$ cat src/design/pairwise_radial_force_unit_defines.svh
// ---------------------------------------------------------------------------
// pairwise radial force unit: assertion macros
// Shared property wrappers clocked on clk.
// ---------------------------------------------------------------------------
`ifndef PAIRWISE_RADIAL_FORCE_UNIT_DEFINES_SVH
`define PAIRWISE_RADIAL_FORCE_UNIT_DEFINES_SVH

// same-cycle implication, masked during reset
`define PRF_ASSERT_IMP(lbl, ante, cons, msg) \
  lbl: assert property (@(posedge clk) disable iff (rst) (ante) |-> (cons)) else $error(msg);

// next-cycle implication, also checked across reset
`define PRF_ASSERT_NXT(lbl, ante, cons, msg) \
  lbl: assert property (@(posedge clk) (ante) |=> (cons)) else $error(msg);

`endif

$ cat src/design/prf_pkg.sv
// ---------------------------------------------------------------------------
// prf_pkg
// Types and fixed widths shared by the pairwise radial force unit.
// ---------------------------------------------------------------------------
package prf_pkg;

  localparam int POS_W       = 24;
  localparam int DIFF_W      = 25;
  localparam int MAG_W       = 25;
  localparam int REACH_W     = 24;
  localparam int RSQ_W       = 48;
  localparam int SCALE_W     = 16;
  localparam int SUMSQ_W     = 50;
  localparam int FORCE_W     = 32;
  localparam int LEN_W       = 29;
  localparam int REM_W       = 32;
  localparam int DIV_W       = 30;
  localparam int QUO_W       = 17;
  localparam int SQ_STEPS    = 29;
  localparam int DIV_STEPS   = 17;
  localparam int PROD1_W     = 34;
  localparam int PROD2_W     = 50;
  localparam int ROUND_SHIFT = 24;
  localparam int ROUND_W     = PROD2_W - ROUND_SHIFT;

  typedef enum logic [1:0] {
    CMD_REPEL   = 2'd0,
    CMD_ATTRACT = 2'd1,
    CMD_CW      = 2'd2,
    CMD_CCW     = 2'd3
  } cmd_t;

  // classification carried alongside the arithmetic
  typedef struct packed {
    cmd_t                        cmd;
    logic                        hit;
    logic [2:0]                  neg;
    logic [2:0][MAG_W-1:0]       dmag;
    logic [REACH_W-1:0]          reach;
    logic [SCALE_W-1:0]          smag;
  } carry_t;

  typedef struct packed {
    carry_t               c;
    logic [SUMSQ_W-1:0]   sumsq;
  } item_t;

endpackage

$ cat src/design/prf_queue.sv
// ---------------------------------------------------------------------------
// prf_queue
// Small register queue between the front and back pipelines.
// ---------------------------------------------------------------------------
module prf_queue
  import prf_pkg::*;
#(
  parameter int DEPTH = 4
) (
  input  logic  clk,
  input  logic  rst,
  input  logic  in_valid,
  output logic  in_ready,
  input  item_t in_item,
  output logic  out_valid,
  input  logic  out_ready,
  output item_t out_item
);

  localparam int PTR_W = (DEPTH > 1) ? $clog2(DEPTH) : 1;
  localparam int CNT_W = $clog2(DEPTH + 1);

  item_t             slots [DEPTH];
  logic [PTR_W-1:0]  wr_ptr;
  logic [PTR_W-1:0]  rd_ptr;
  logic [CNT_W-1:0]  count;
  logic              push;
  logic              pop;

  assign in_ready  = (count != CNT_W'(DEPTH));
  assign out_valid = (count != '0);
  assign push      = in_valid && in_ready;
  assign pop       = out_valid && out_ready;
  assign out_item  = slots[rd_ptr];

  // pointers and fill count
  always_ff @(posedge clk) begin
    if (rst) begin
      wr_ptr <= '0;
      rd_ptr <= '0;
      count  <= '0;
    end else begin
      if (push) begin
        wr_ptr <= (wr_ptr == PTR_W'(DEPTH-1)) ? '0 : wr_ptr + 1'b1;
      end
      if (pop) begin
        rd_ptr <= (rd_ptr == PTR_W'(DEPTH-1)) ? '0 : rd_ptr + 1'b1;
      end
      if (push && !pop) begin
        count <= count + 1'b1;
      end else if (pop && !push) begin
        count <= count - 1'b1;
      end
    end
  end

  // entry storage
  always_ff @(posedge clk) begin
    if (push) begin
      slots[wr_ptr] <= in_item;
    end
  end

endmodule

$ cat config.mk
export PLATFORM = sky130hd
export DESIGN_NAME = prf_queue
export DESIGN_NICKNAME = d
export VERILOG_FILES = /design/src/design/pairwise_radial_force_unit_defines.svh /design/src/design/prf_pkg.sv /design/src/design/prf_queue.sv
export SDC_FILE = /design/constraint.sdc
export NUM_CORES = 1
export LEC_CHECK = 0
export BUFFER_PORTS_ARGS = -buffer_cell sky130_fd_sc_hd__buf_2
export CAP_MARGIN = 25
export CORE_MARGIN = 10
export CORE_UTILIZATION = 35
export DETAILED_ROUTE_END_ITERATION = 12
export PLACE_DENSITY = 0.58
export REMOVE_ABC_BUFFERS = 1
export SLEW_MARGIN = 20
export SYNTH_ARGS = -nofsm -noshare
export SYNTH_HDL_FRONTEND = slang
export SYNTH_SLANG_ARGS = --single-unit
export TNS_END_PERCENT = 20
$ cat constraint.sdc
create_clock -name clk -period 6.5 [get_ports clk]
set_input_delay 0.975 -clock clk [delete_from_list [all_inputs] [get_ports clk]]
set_output_delay 0.975 -clock clk [all_outputs]
set_load 0.05 [all_outputs]
==> results of run 1 <==
## worst paths after layout
kind         cells after the start       from      endpoint  slack, ns
min                              2  wr_ptr[1]     wr_ptr[1]       0.51
min reg2reg                      2  wr_ptr[1]     wr_ptr[1]       0.51
max reg2reg                      3   count[0]  slots[1][56]       3.90
max                              3       flop  out_item[26]       2.58
## cell usage in the layout (no fill, tap or decap), drive strengths merged
| cell type | synthesis | final |
|---|---|---|
| clkinvlp | 0 | 4 |
| o21ai | 1 | 1 |
| nor2 | 3 | 3 |
| a21oi | 2 | 2 |
| nor3 | 1 | 1 |
| bufinv | 0 | 5 |
| or3 | 3 | 3 |
| fa | 1 | 1 |
| dfxtp | 9 | 9 |
| inv | 3 | 6 |
| nand2 | 1 | 1 |
| buf | 32 | 359 |
| or3b | 1 | 1 |
| edfxtp | 684 | 684 |
| and3 | 4 | 4 |
| mux2i | 3 | 3 |
| mux4 | 171 | 171 |
| nand3 | 1 | 1 |
| ha | 6 | 6 |
| o31ai | 2 | 2 |
| clkbuf | 8 | 89 |
| clkinv | 0 | 35 |
| nand2b | 2 | 2 |
| xor2 | 2 | 2 |
| diode | 0 | 6 |
| and2 | 1 | 1 |
## state kept, by name (all words and copies together) (netlist names), named ones only
signal and count:
wr_ptr 2, slots 684, count 3, rd_ptr 2
## metrics by stage
step                      worst slack (ns)  std cells  utilization [%]
after global placement                3.06       2210             39.2
after floorplan                      -2.51        901                -
after detailed placement              3.05       2210             39.2
after CTS                             2.39       2346             42.5
after global routing                  2.29       2348             42.5
final                                 2.58       2352             42.5
## logic make-up after synthesis
| kind of cell | synth area share (%) |
|---|---|
| AO/OA/AOI/OAI | 0.139 |
| XOR/XNOR | 0.0698 |
| flip-flops | 82.5 |
| buffers and inverters | 1.07 |
| multiplexers | 15.5 |
| adder cells (fa/ha/maj) | 0.379 |
| AND/OR/NAND/NOR | 0.393 |
## layout make-up
type / count / area, um^2 / area share [%]
Clock buffer: 89 / 1950 / 6.43
Multi-Input combinational cell: 205 / 4150 / 13.7
Inverter: 3 / 11.3 / 0.0371
Antenna cell: 6 / 15.0 / 0.0495
Timing Repair Buffer: 359 / 1910 / 6.31
Sequential cell: 693 / 20700 / 68.3
Tap cell: 950 / 1190 / 3.92
Clock inverter: 47 / 403 / 1.33
## synth_stat cells (all sizes together) (2+ instances only)
master	n	share of area [%]
mux2i	3	0.12
clkbuf	8	0.12
mux4	171	15
xor2	2	0.070
dfxtp	9	0.72
inv	3	0.045
edfxtp	684	82
or3	3	0.075
nor2	3	0.045
buf	32	0.90
nand2b	2	0.050
and3	4	0.10
o31ai	2	0.080
ha	6	0.30
a21oi	2	0.040
## per-layer routing
metal / up-vias / GRT usage [%] / wire [um]
met3: 102 / 4.73 / 4260
met4: 18 / 3.59 / 1250
met2: 308 / 21.0 / 26800
li1: 4895 / - / -
met5: - / 0 / 123
met1: 5899 / 14.7 / 20400
## worst reg2reg max path, cell delays in order, from the launching register on
cell and delay (ns):
sky130_fd_sc_hd__dfxtp_1 0.43, sky130_fd_sc_hd__or3b_1 0.28, sky130_fd_sc_hd__and3_4 0.56, sky130_fd_sc_hd__buf_4 0.83
## power breakdown
part           total [uW]  switching [uW]  internal (uW)
registers            5560             140           5420
logic                3490            2490            997
clock network        4020            1670           2350
total               13100            4310           8770
==> flow_results.xml, run 1 <==
<?xml version="1.0" encoding="UTF-8"?>
<metrics>
  <group name="critical_path">
    <metric name="slowest_stage" unit="">sky130_fd_sc_hd__dfxtp_4</metric>
    <metric name="timing.critical_path.slowest_cell_delay" unit="ns">0.80</metric>
    <metric name="critical_path_peak_fanout" unit="">76</metric>
    <metric name="critPathArrivalTime" unit="ns">2.94</metric>
    <metric name="cp_cell_sequence" unit="">buf_12 -&gt; mux4_2 -&gt; buf_2</metric>
    <metric name="critPathCaptureType" unit="">output port</metric>
    <metric name="cpLargestDelayFamily" unit="">flip-flops</metric>
    <metric name="critical_path.n_buffers_inverters" unit="">2</metric>
    <metric name="critPathLaunchType" unit="">flop</metric>
    <metric name="setup.worst_path.class" unit="">reg -&gt; out</metric>
    <metric name="critical_path_required" unit="ns">5.52</metric>
  </group>
  <group name="logic_synthesis">
    <metric name="async_flop_share" unit="%">0</metric>
    <metric name="synthFlopType" unit="">sky130_fd_sc_hd__edfxtp_1</metric>
    <metric name="yosysWarnings" unit="">0</metric>
    <metric name="syn_inst" unit="">941</metric>
    <metric name="ys_ff_latch" unit="">693</metric>
    <metric name="synth-edff-count" unit="">684</metric>
    <metric name="synth.cell_area" unit="um^2">25100</metric>
    <metric name="yosys.cell_types.count" unit="">26</metric>
    <metric name="synth_sequential_area_ratio" unit="%">82.5</metric>
    <metric name="synthesis.area_per_instance" unit="um^2">26.7</metric>
  </group>
  <group name="final_layout">
    <metric name="flow.area_growth_from_synthesis" unit="%">20.9</metric>
    <metric name="layout-drive-gt1-share" unit="%">46.2</metric>
    <metric name="fin_nets" unit="">1518</metric>
    <metric name="n_fill_cell" unit="">6259</metric>
    <metric name="finish.instance_area" unit="um^2">30400</metric>
  </group>
  <group name="sta">
    <metric name="final.period_utilization" unit="%">60.3</metric>
    <metric name="layout_min_cycle_time" unit="ns">3.92</metric>
    <metric name="final_max_slew_viol_count" unit="">0</metric>
    <metric name="rsz0062_at_grt" unit="">false</metric>
    <metric name="hold_slack" unit="ns">0.515</metric>
    <metric name="finalSetupViolCount" unit="">0</metric>
    <metric name="slew-limit-headroom" unit="%">33.2</metric>
    <metric name="timing_hold_violations_final" unit="">0</metric>
    <metric name="maxClockFrequency" unit="GHz">0.255</metric>
    <metric name="timing_worst_slew_pin_value" unit="ns">1.00</metric>
    <metric name="skew" unit="ns">0.0171</metric>
    <metric name="setup_total_negative_slack" unit="ns">0</metric>
  </group>
  <group name="job">
    <metric name="max_cap_viol_count" unit="">0</metric>
  </group>
  <group name="power_and_ir_drop">
    <metric name="ir_worst_vdd" unit="mV">0.273</metric>
    <metric name="power_per_cell_area" unit="nW/um^2">431</metric>
    <metric name="power.leakage" unit="uW">0.00998</metric>
    <metric name="totalPowerFinal" unit="uW">13100</metric>
  </group>
  <group name="clock_tree">
    <metric name="number_of_buffers_added_by_the_clock_tree_synthesis_step" unit="">74</metric>
    <metric name="path_clk_slew" unit="ns">0.06</metric>
    <metric name="tritoncts_clock_tree" unit="">yes</metric>
    <metric name="clk_latency" unit="ns">0.59</metric>
    <metric name="cts-root-to-sink-buffers" unit="">3</metric>
    <metric name="clock_tree.root_cell" unit="">sky130_fd_sc_hd__clkbuf_16</metric>
    <metric name="postCtsSetupBuffers" unit="">0</metric>
    <metric name="post_cts_resize_count" unit="">0</metric>
    <metric name="cts-htree-levels" unit="">3</metric>
    <metric name="post_cts_hold_buffers" unit="">0</metric>
    <metric name="tritoncts_num_sinks" unit="">693</metric>
  </group>
  <group name="drt">
    <metric name="total_number_of_vias" unit="">11200</metric>
    <metric name="detailedRoute.firstPassIterationCount" unit="">4</metric>
    <metric name="drc" unit="">0</metric>
    <metric name="postRouteAntennaNets" unit="">0</metric>
    <metric name="postRouteWirelength" unit="mm">52.8</metric>
    <metric name="routed_via_density" unit="">4.77</metric>
    <metric name="wire_per_inst" unit="um">22.4</metric>
    <metric name="detail_route.iter0.violations" unit="">574</metric>
  </group>
  <group name="floorplanning">
    <metric name="die_width" unit="um">288</metric>
    <metric name="rows" unit="">98</metric>
    <metric name="core_area" unit="um^2">71400</metric>
    <metric name="floorplan.initialDensity" unit="%">35.2</metric>
    <metric name="io_pins" unit="">348</metric>
    <metric name="die_h" unit="um">288</metric>
    <metric name="dieArea" unit="um^2">82900</metric>
  </group>
  <group name="placed_design">
    <metric name="portBuffers" unit="">347</metric>
    <metric name="placed_cell_area" unit="um^2">28000</metric>
    <metric name="dp_hpwl" unit="mm">31.2</metric>
    <metric name="gpl.final_weighted_congestion" unit="">0.686</metric>
  </group>
  <group name="global_route">
    <metric name="grt_use_total" unit="%">12.5</metric>
    <metric name="grt_pass1_wl" unit="mm">78.0</metric>
    <metric name="grt_start_max_net_pins" unit="">114</metric>
    <metric name="globalRouteOverflowTotal" unit="">0</metric>
    <metric name="number_of_global_route_vias_before_repair" unit="">12100</metric>
    <metric name="antenna_found_initial" unit="">13</metric>
  </group>
  <group name="run_status">
    <metric name="status" unit="">completed</metric>
  </group>
  <group name="hold_path">
    <metric name="timing.hold.worst.class" unit="">reg -&gt; reg</metric>
  </group>
</metrics>
Note: power is estimated with default switching activity, not from simulation.
==> run 2, diff against run 1 <==
--- a/config.mk
+++ b/config.mk
@@ -10,7 +10,7 @@
 export CORE_MARGIN = 10
 export CORE_UTILIZATION = 35
 export DETAILED_ROUTE_END_ITERATION = 12
-export PLACE_DENSITY = 0.58
+export PLACE_DENSITY = 0.6
 export REMOVE_ABC_BUFFERS = 1
 export SLEW_MARGIN = 20
 export SYNTH_ARGS = -nofsm -noshare
==> constraint.sdc (replaced) <==
create_clock -name clk -period 3.6 [get_ports clk]
set_input_delay 0.54 -clock clk [delete_from_list [all_inputs] [get_ports clk]]
set_output_delay 0.54 -clock clk [all_outputs]
set_load 0.05 [all_outputs]
==> run 2 against run 1 <==
Against the previous run: clock power rose by 87%; global-route usage grew 0.68 points; non-clock buffer count is 31 higher; count of clock-buffer cells in the layout increased by 1; wire length is 4.7% higher; first-iteration DRC count grew 16%; sequential power increased by 80%; critical path depth is the same; via count is 2.4% higher; clock skew decreased by 0.0039 ns; sequential share of layout area decreased by 1.1 points; utilization grew 0.70 points; critical path type unchanged; largest cell class unchanged; largest power group unchanged.
==> flow_results.xml, run 2 (synthesized netlist as in run 1, its figures left out) <==
<?xml version="1.0" encoding="UTF-8"?>
<metrics>
  <group name="run_status">
    <metric name="status" unit="">completed</metric>
  </group>
  <group name="floorplanning">
    <metric name="die_h" unit="um">288</metric>
    <metric name="rows" unit="">98</metric>
    <metric name="dieArea" unit="um^2">82900</metric>
    <metric name="io_pins" unit="">348</metric>
    <metric name="die_width" unit="um">288</metric>
    <metric name="core_area" unit="um^2">71400</metric>
    <metric name="floorplan.initialDensity" unit="%">35.2</metric>
  </group>
  <group name="clock_tree">
    <metric name="number_of_buffers_added_by_the_clock_tree_synthesis_step" unit="">75</metric>
    <metric name="path_clk_slew" unit="ns">0.07</metric>
    <metric name="postCtsSetupBuffers" unit="">0</metric>
    <metric name="clock_tree.root_cell" unit="">sky130_fd_sc_hd__clkbuf_16</metric>
    <metric name="clk_latency" unit="ns">0.60</metric>
    <metric name="cts-root-to-sink-buffers" unit="">3</metric>
    <metric name="tritoncts_num_sinks" unit="">693</metric>
    <metric name="cts-htree-levels" unit="">3</metric>
    <metric name="tritoncts_clock_tree" unit="">yes</metric>
    <metric name="post_cts_hold_buffers" unit="">0</metric>
    <metric name="post_cts_resize_count" unit="">0</metric>
  </group>
  <group name="sta">
    <metric name="final_max_slew_viol_count" unit="">0</metric>
    <metric name="setup_total_negative_slack" unit="ns">0</metric>
    <metric name="timing_worst_slew_pin_value" unit="ns">0.746</metric>
    <metric name="skew" unit="ns">0.0132</metric>
    <metric name="slew-limit-headroom" unit="%">50.2</metric>
    <metric name="finalSetupViolCount" unit="">0</metric>
    <metric name="timing_hold_violations_final" unit="">0</metric>
    <metric name="rsz0062_at_grt" unit="">false</metric>
    <metric name="final.period_utilization" unit="%">85.2</metric>
    <metric name="maxClockFrequency" unit="GHz">0.326</metric>
    <metric name="layout_min_cycle_time" unit="ns">3.07</metric>
  </group>
  <group name="job">
    <metric name="max_cap_viol_count" unit="">0</metric>
  </group>
  <group name="global_route">
    <metric name="number_of_global_route_vias_before_repair" unit="">12300</metric>
    <metric name="globalRouteOverflowTotal" unit="">0</metric>
    <metric name="grt_use_total" unit="%">13.2</metric>
    <metric name="grt_start_max_net_pins" unit="">46</metric>
    <metric name="grt_pass1_wl" unit="mm">81.5</metric>
    <metric name="antenna_found_initial" unit="">13</metric>
  </group>
  <group name="hold_path">
    <metric name="timing.hold.worst.class" unit="">in -&gt; reg</metric>
    <metric name="endpoint_of_the_worst_hold_path" unit="">slots[0][67]</metric>
    <metric name="worstHoldStart" unit="">in_item[67]</metric>
    <metric name="holdPathStages" unit="">1</metric>
  </group>
  <group name="final_layout">
    <metric name="fin_nets" unit="">1550</metric>
    <metric name="flow.area_growth_from_synthesis" unit="%">22.9</metric>
    <metric name="largest_register_ffs" unit="">684</metric>
    <metric name="seq_area" unit="um^2">20700</metric>
    <metric name="most-common-layout-cells" unit="">sky130_fd_sc_hd__edfxtp_1 (684), sky130_fd_sc_hd__buf_2 (347), sky130_fd_sc_hd__mux4_2 (171)</metric>
    <metric name="layout-drive-gt1-share" unit="%">47.6</metric>
    <metric name="largestRegisters" unit="">slots (684), count (3)</metric>
    <metric name="multiInputGateArea" unit="um^2">4150</metric>
    <metric name="layout.core_utilization" unit="%">43.2</metric>
    <metric name="layout_commonest_cell" unit="">sky130_fd_sc_hd__edfxtp_1</metric>
    <metric name="n_fill_cell" unit="">6177</metric>
    <metric name="max_flop_register" unit="">slots</metric>
    <metric name="post_layout_nonfiller_instances" unit="">2377</metric>
  </group>
  <group name="critical_path">
    <metric name="cpLargestDelayFamily" unit="">flip-flops</metric>
    <metric name="timing.rr.end" unit="">count[2]</metric>
    <metric name="critical_path.n_buffers_inverters" unit="">2</metric>
    <metric name="setup.worst_path.class" unit="">reg -&gt; out</metric>
    <metric name="critPathCaptureType" unit="">output port</metric>
    <metric name="cp_cell_sequence" unit="">buf_4 -&gt; mux4_2 -&gt; buf_2</metric>
    <metric name="critPathLaunchType" unit="">flop</metric>
    <metric name="critPathArrivalTime" unit="ns">2.53</metric>
    <metric name="critical_path_peak_fanout" unit="">21</metric>
    <metric name="worst-r2r-cell-count" unit="">8</metric>
    <metric name="timing.critical_path.slowest_cell_delay" unit="ns">0.72</metric>
    <metric name="slowest_stage" unit="">sky130_fd_sc_hd__dfxtp_4</metric>
    <metric name="reg2reg_slack" unit="ns">1.21</metric>
    <metric name="worst_reg2reg_startpoint" unit="">count[0]</metric>
    <metric name="critical_path_required" unit="ns">3.06</metric>
  </group>
  <group name="placed_design">
    <metric name="place.detailed.instances" unit="">2241</metric>
    <metric name="gpl.final_weighted_congestion" unit="">0.696</metric>
    <metric name="portBuffers" unit="">347</metric>
    <metric name="dp_hpwl" unit="mm">36.0</metric>
  </group>
  <group name="power_and_ir_drop">
    <metric name="power_per_cell_area" unit="nW/um^2">780</metric>
    <metric name="totalPowerFinal" unit="uW">24100</metric>
    <metric name="power.leakage" unit="uW">0.0102</metric>
    <metric name="ir_worst_vdd" unit="mV">0.568</metric>
  </group>
  <group name="drt">
    <metric name="postRouteAntennaNets" unit="">0</metric>
    <metric name="detail_route.iter0.violations" unit="">668</metric>
    <metric name="postRouteWirelength" unit="mm">55.3</metric>
    <metric name="drc" unit="">0</metric>
    <metric name="routed_via_density" unit="">4.83</metric>
    <metric name="total_number_of_vias" unit="">11500</metric>
    <metric name="detailedRoute.firstPassIterationCount" unit="">5</metric>
    <metric name="wire_per_inst" unit="um">23.3</metric>
  </group>
</metrics>
[run 2: report_power, final]
group | leakage, uW | switching [uW] | internal (uW)
clock | 0.00118 | 3030 | 4470
combinational | 0.00270 | 4580 | 1960
sequential | 0.00634 | 251 | 9770
[run 2: worst max path at each step]
stage | from | to | slack, ns | depth (start not counted)
2_1_floorplan | flop | out_item[0] | -4.98 | 1
3_3_place_gp | flop | out_item[125] | 1.06 | 3
3_5_place_dp | flop | out_item[63] | 1.05 | 3
4_1_cts | flop | out_item[63] | 0.38 | 3
5_1_grt | flop | out_item[63] | 0.35 | 3
6_report | flop | out_item[63] | 0.53 | 3
[run 2: area by class of cell]
cell class | count | area share, %
Sequential cell | 693 | 67.2
Multi-Input combinational cell | 205 | 13.4
Timing Repair Buffer | 390 | 7.57
Clock buffer | 90 | 6.47
Tap cell | 950 | 3.85
Clock inverter | 44 | 1.44
Inverter | 3 | 0.0365
Antenna cell | 2 | 0.0162
[run 2: metrics by stage]
stage	hold slack, ns	cell area, um^2	setup WS [ns]
6_report	0.149	30900	0.533
5_1_grt	0.108	30900	0.345
4_1_cts	0.0843	30900	0.379
3_5_place_dp	0.491	28400	1.05
3_3_place_gp	0.464	28400	1.06
2_1_floorplan	0.456	24900	-4.98
[run 2: metal layers]
| metal | vias to the layer above | routed length [um] | global-route usage, % |
|---|---|---|---|
| met5 | - | 153 | 0 |
| met4 | 22 | 973 | 3.48 |
| met3 | 103 | 4650 | 5.03 |
| met2 | 309 | 27600 | 21.7 |
| met1 | 6087 | 21900 | 16.1 |
| li1 | 4965 | - | - |
==> run 3, diff against run 2 <==
--- a/config.mk
+++ b/config.mk
@@ -8,11 +8,12 @@
 export BUFFER_PORTS_ARGS = -buffer_cell sky130_fd_sc_hd__buf_2
 export CAP_MARGIN = 25
 export CORE_MARGIN = 10
-export CORE_UTILIZATION = 35
+export CORE_UTILIZATION = 51
 export DETAILED_ROUTE_END_ITERATION = 12
-export PLACE_DENSITY = 0.6
+export MAX_ROUTING_LAYER = met4
+export PLACE_DENSITY = 0.8
 export REMOVE_ABC_BUFFERS = 1
-export SLEW_MARGIN = 20
+export SLEW_MARGIN = 10
 export SYNTH_ARGS = -nofsm -noshare
 export SYNTH_HDL_FRONTEND = slang
 export SYNTH_SLANG_ARGS = --single-unit
==> run 3 against run 2 <==
Against the previous run: register-to-register slack improved by 0.16 ns; clock skew rose by 0.0054 ns; total power fell by 0.68%; global-route usage rose by 5.0 points; largest power group unchanged; utilization rose by 19 points.
==> flow_results.xml, run 3 (synthesized netlist as in run 1, its figures left out) <==
<?xml version="1.0" encoding="UTF-8"?>
<metrics>
  <group name="drt">
    <metric name="detailedRoute.firstPassIterationCount" unit="">5</metric>
    <metric name="total_number_of_vias" unit="">11500</metric>
    <metric name="detail_route.iter0.violations" unit="">967</metric>
    <metric name="wire_per_inst" unit="um">24.6</metric>
    <metric name="postRouteAntennaNets" unit="">0</metric>
    <metric name="drc" unit="">0</metric>
    <metric name="routed_via_density" unit="">5.51</metric>
    <metric name="postRouteWirelength" unit="mm">51.3</metric>
  </group>
  <group name="critical_path">
    <metric name="timing.critical_path.slowest_cell_delay" unit="ns">0.68</metric>
    <metric name="worst-r2r-cell-count" unit="">8</metric>
    <metric name="cp_cell_sequence" unit="">buf_4 -&gt; mux4_2 -&gt; buf_2</metric>
    <metric name="slowest_stage" unit="">sky130_fd_sc_hd__dfxtp_4</metric>
    <metric name="cpLargestDelayFamily" unit="">flip-flops</metric>
    <metric name="critPathArrivalTime" unit="ns">2.53</metric>
    <metric name="critPathLaunchType" unit="">flop</metric>
    <metric name="critical_path_required" unit="ns">3.06</metric>
    <metric name="worstSetupPathDepth" unit="">3</metric>
    <metric name="critPathCaptureType" unit="">output port</metric>
    <metric name="critical_path.n_buffers_inverters" unit="">2</metric>
    <metric name="setup.worst_path.class" unit="">reg -&gt; out</metric>
    <metric name="critical_path_peak_fanout" unit="">24</metric>
  </group>
  <group name="placed_design">
    <metric name="dp_hpwl" unit="mm">31.9</metric>
    <metric name="portBuffers" unit="">347</metric>
    <metric name="gpl.final_weighted_congestion" unit="">0.746</metric>
    <metric name="placed_cell_area" unit="um^2">27800</metric>
    <metric name="place.detailed.instances" unit="">1936</metric>
  </group>
  <group name="final_layout">
    <metric name="max_flop_register" unit="">slots</metric>
    <metric name="largest_register_ffs" unit="">684</metric>
    <metric name="layout_commonest_cell" unit="">sky130_fd_sc_hd__edfxtp_1</metric>
    <metric name="layout-drive-gt1-share" unit="%">47.2</metric>
    <metric name="finish.instance_area" unit="um^2">30300</metric>
    <metric name="post_layout_nonfiller_instances" unit="">2086</metric>
    <metric name="fin_nets" unit="">1527</metric>
    <metric name="most-common-layout-cells" unit="">sky130_fd_sc_hd__edfxtp_1 (684), sky130_fd_sc_hd__buf_2 (347), sky130_fd_sc_hd__mux4_2 (171)</metric>
    <metric name="largestRegisters" unit="">slots (684), count (3)</metric>
    <metric name="flow.area_growth_from_synthesis" unit="%">20.5</metric>
  </group>
  <group name="floorplanning">
    <metric name="io_pins" unit="">348</metric>
    <metric name="dieArea" unit="um^2">58500</metric>
    <metric name="die_width" unit="um">242</metric>
    <metric name="core_area" unit="um^2">48800</metric>
    <metric name="die_h" unit="um">242</metric>
    <metric name="floorplan.initialDensity" unit="%">51.4</metric>
    <metric name="rows" unit="">81</metric>
  </group>
  <group name="power_and_ir_drop">
    <metric name="power_per_cell_area" unit="nW/um^2">790</metric>
    <metric name="power.leakage" unit="uW">0.0101</metric>
    <metric name="totalPowerFinal" unit="uW">23900</metric>
    <metric name="ir_worst_vdd" unit="mV">0.633</metric>
  </group>
  <group name="sta">
    <metric name="layout_min_cycle_time" unit="ns">3.07</metric>
    <metric name="maxClockFrequency" unit="GHz">0.325</metric>
    <metric name="final.period_utilization" unit="%">85.4</metric>
    <metric name="timing_worst_slew_pin_value" unit="ns">0.646</metric>
    <metric name="skew" unit="ns">0.0186</metric>
    <metric name="rsz0062_at_grt" unit="">false</metric>
    <metric name="slew-limit-headroom" unit="%">57.0</metric>
    <metric name="setup_total_negative_slack" unit="ns">0</metric>
    <metric name="timing_hold_violations_final" unit="">0</metric>
    <metric name="final_max_slew_viol_count" unit="">0</metric>
    <metric name="finalSetupViolCount" unit="">0</metric>
  </group>
  <group name="run_status">
    <metric name="status" unit="">completed</metric>
  </group>
  <group name="global_route">
    <metric name="antenna_found_initial" unit="">16</metric>
    <metric name="grt_pass1_wl" unit="mm">78.1</metric>
    <metric name="grt_use_total" unit="%">18.1</metric>
    <metric name="globalRouteOverflowTotal" unit="">0</metric>
    <metric name="grt_start_max_net_pins" unit="">62</metric>
    <metric name="number_of_global_route_vias_before_repair" unit="">12300</metric>
  </group>
  <group name="hold_path">
    <metric name="timing.hold.worst.class" unit="">in -&gt; reg</metric>
    <metric name="holdPathStages" unit="">1</metric>
  </group>
  <group name="clock_tree">
    <metric name="clk_latency" unit="ns">0.60</metric>
    <metric name="number_of_buffers_added_by_the_clock_tree_synthesis_step" unit="">71</metric>
    <metric name="path_clk_slew" unit="ns">0.06</metric>
    <metric name="post_cts_resize_count" unit="">0</metric>
    <metric name="postCtsSetupBuffers" unit="">0</metric>
    <metric name="cts-htree-levels" unit="">3</metric>
    <metric name="tritoncts_num_sinks" unit="">693</metric>
    <metric name="tritoncts_clock_tree" unit="">yes</metric>
    <metric name="post_cts_hold_buffers" unit="">0</metric>
    <metric name="cts-root-to-sink-buffers" unit="">3</metric>
    <metric name="clock_tree.root_cell" unit="">sky130_fd_sc_hd__clkbuf_16</metric>
  </group>
  <group name="job">
    <metric name="max_cap_viol_count" unit="">0</metric>
  </group>
</metrics>
## run 3: power breakdown
group | leakage, uW | internal [uW] | switching [uW]
sequential | 0.00634 | 9770 | 267
clock | 0.00119 | 4530 | 2960
combinational | 0.00257 | 1870 | 4500
total | 0.0101 | 16200 | 7730
## run 3: per-stage QoR
| stage | util (%) | setup slack (ns) | hold WS (ns) |
|---|---|---|---|
| 2_1_floorplan | - | -4.98 | 0.456 |
| 3_3_place_gp | 56.9 | 1.11 | 0.476 |
| 5_1_grt | 61.9 | 0.328 | 0.117 |
| 6_report | 62.0 | 0.525 | 0.148 |
| 4_1_cts | 61.9 | 0.401 | 0.100 |
| 3_5_place_dp | 56.9 | 1.10 | 0.488 |
## run 3: per-layer routing
layer | up-vias | wire, um | GRT usage (%)
met3 | 81 | 4470 | 6.19
li1 | 4948 | - | -
met1 | 6015 | 19700 | 22.3
met5 | - | 0 | -
met4 | 0 | 1260 | 5.77
met2 | 444 | 25900 | 28.2
## run 3: final cells by class
type	count	area (um^2)
Fill cell	3282	18600
Multi-Input combinational cell	205	4150
Sequential cell	693	20700
Antenna cell	18	45.0
Clock buffer	81	1900
Inverter	3	11.3
Clock inverter	51	528
Tap cell	664	831
Timing Repair Buffer	371	2080
## run 3: path summary, 6_finish.rpt
| path | slack (ns) | end | start |
|---|---|---|---|
| setup reg to reg | 1.37 | count[2] | count[0] |
| hold reg to reg | 0.49 | flop | rd_ptr[0] |
| setup / recovery | 0.53 | out_item[37] | flop |
| hold / removal | 0.15 | slots[1][62] | in_item[62] |
## run 3: worst reg2reg max path, stage by stage, from the launching register on
cell                      delay (ns)
sky130_fd_sc_hd__dfxtp_1        0.43
sky130_fd_sc_hd__or3b_1         0.29
sky130_fd_sc_hd__and2_4         0.22
sky130_fd_sc_hd__ha_1           0.19
sky130_fd_sc_hd__inv_1          0.06
sky130_fd_sc_hd__fa_1           0.37
sky130_fd_sc_hd__xor2_1         0.16
sky130_fd_sc_hd__or3_1          0.30
sky130_fd_sc_hd__a21oi_1        0.15
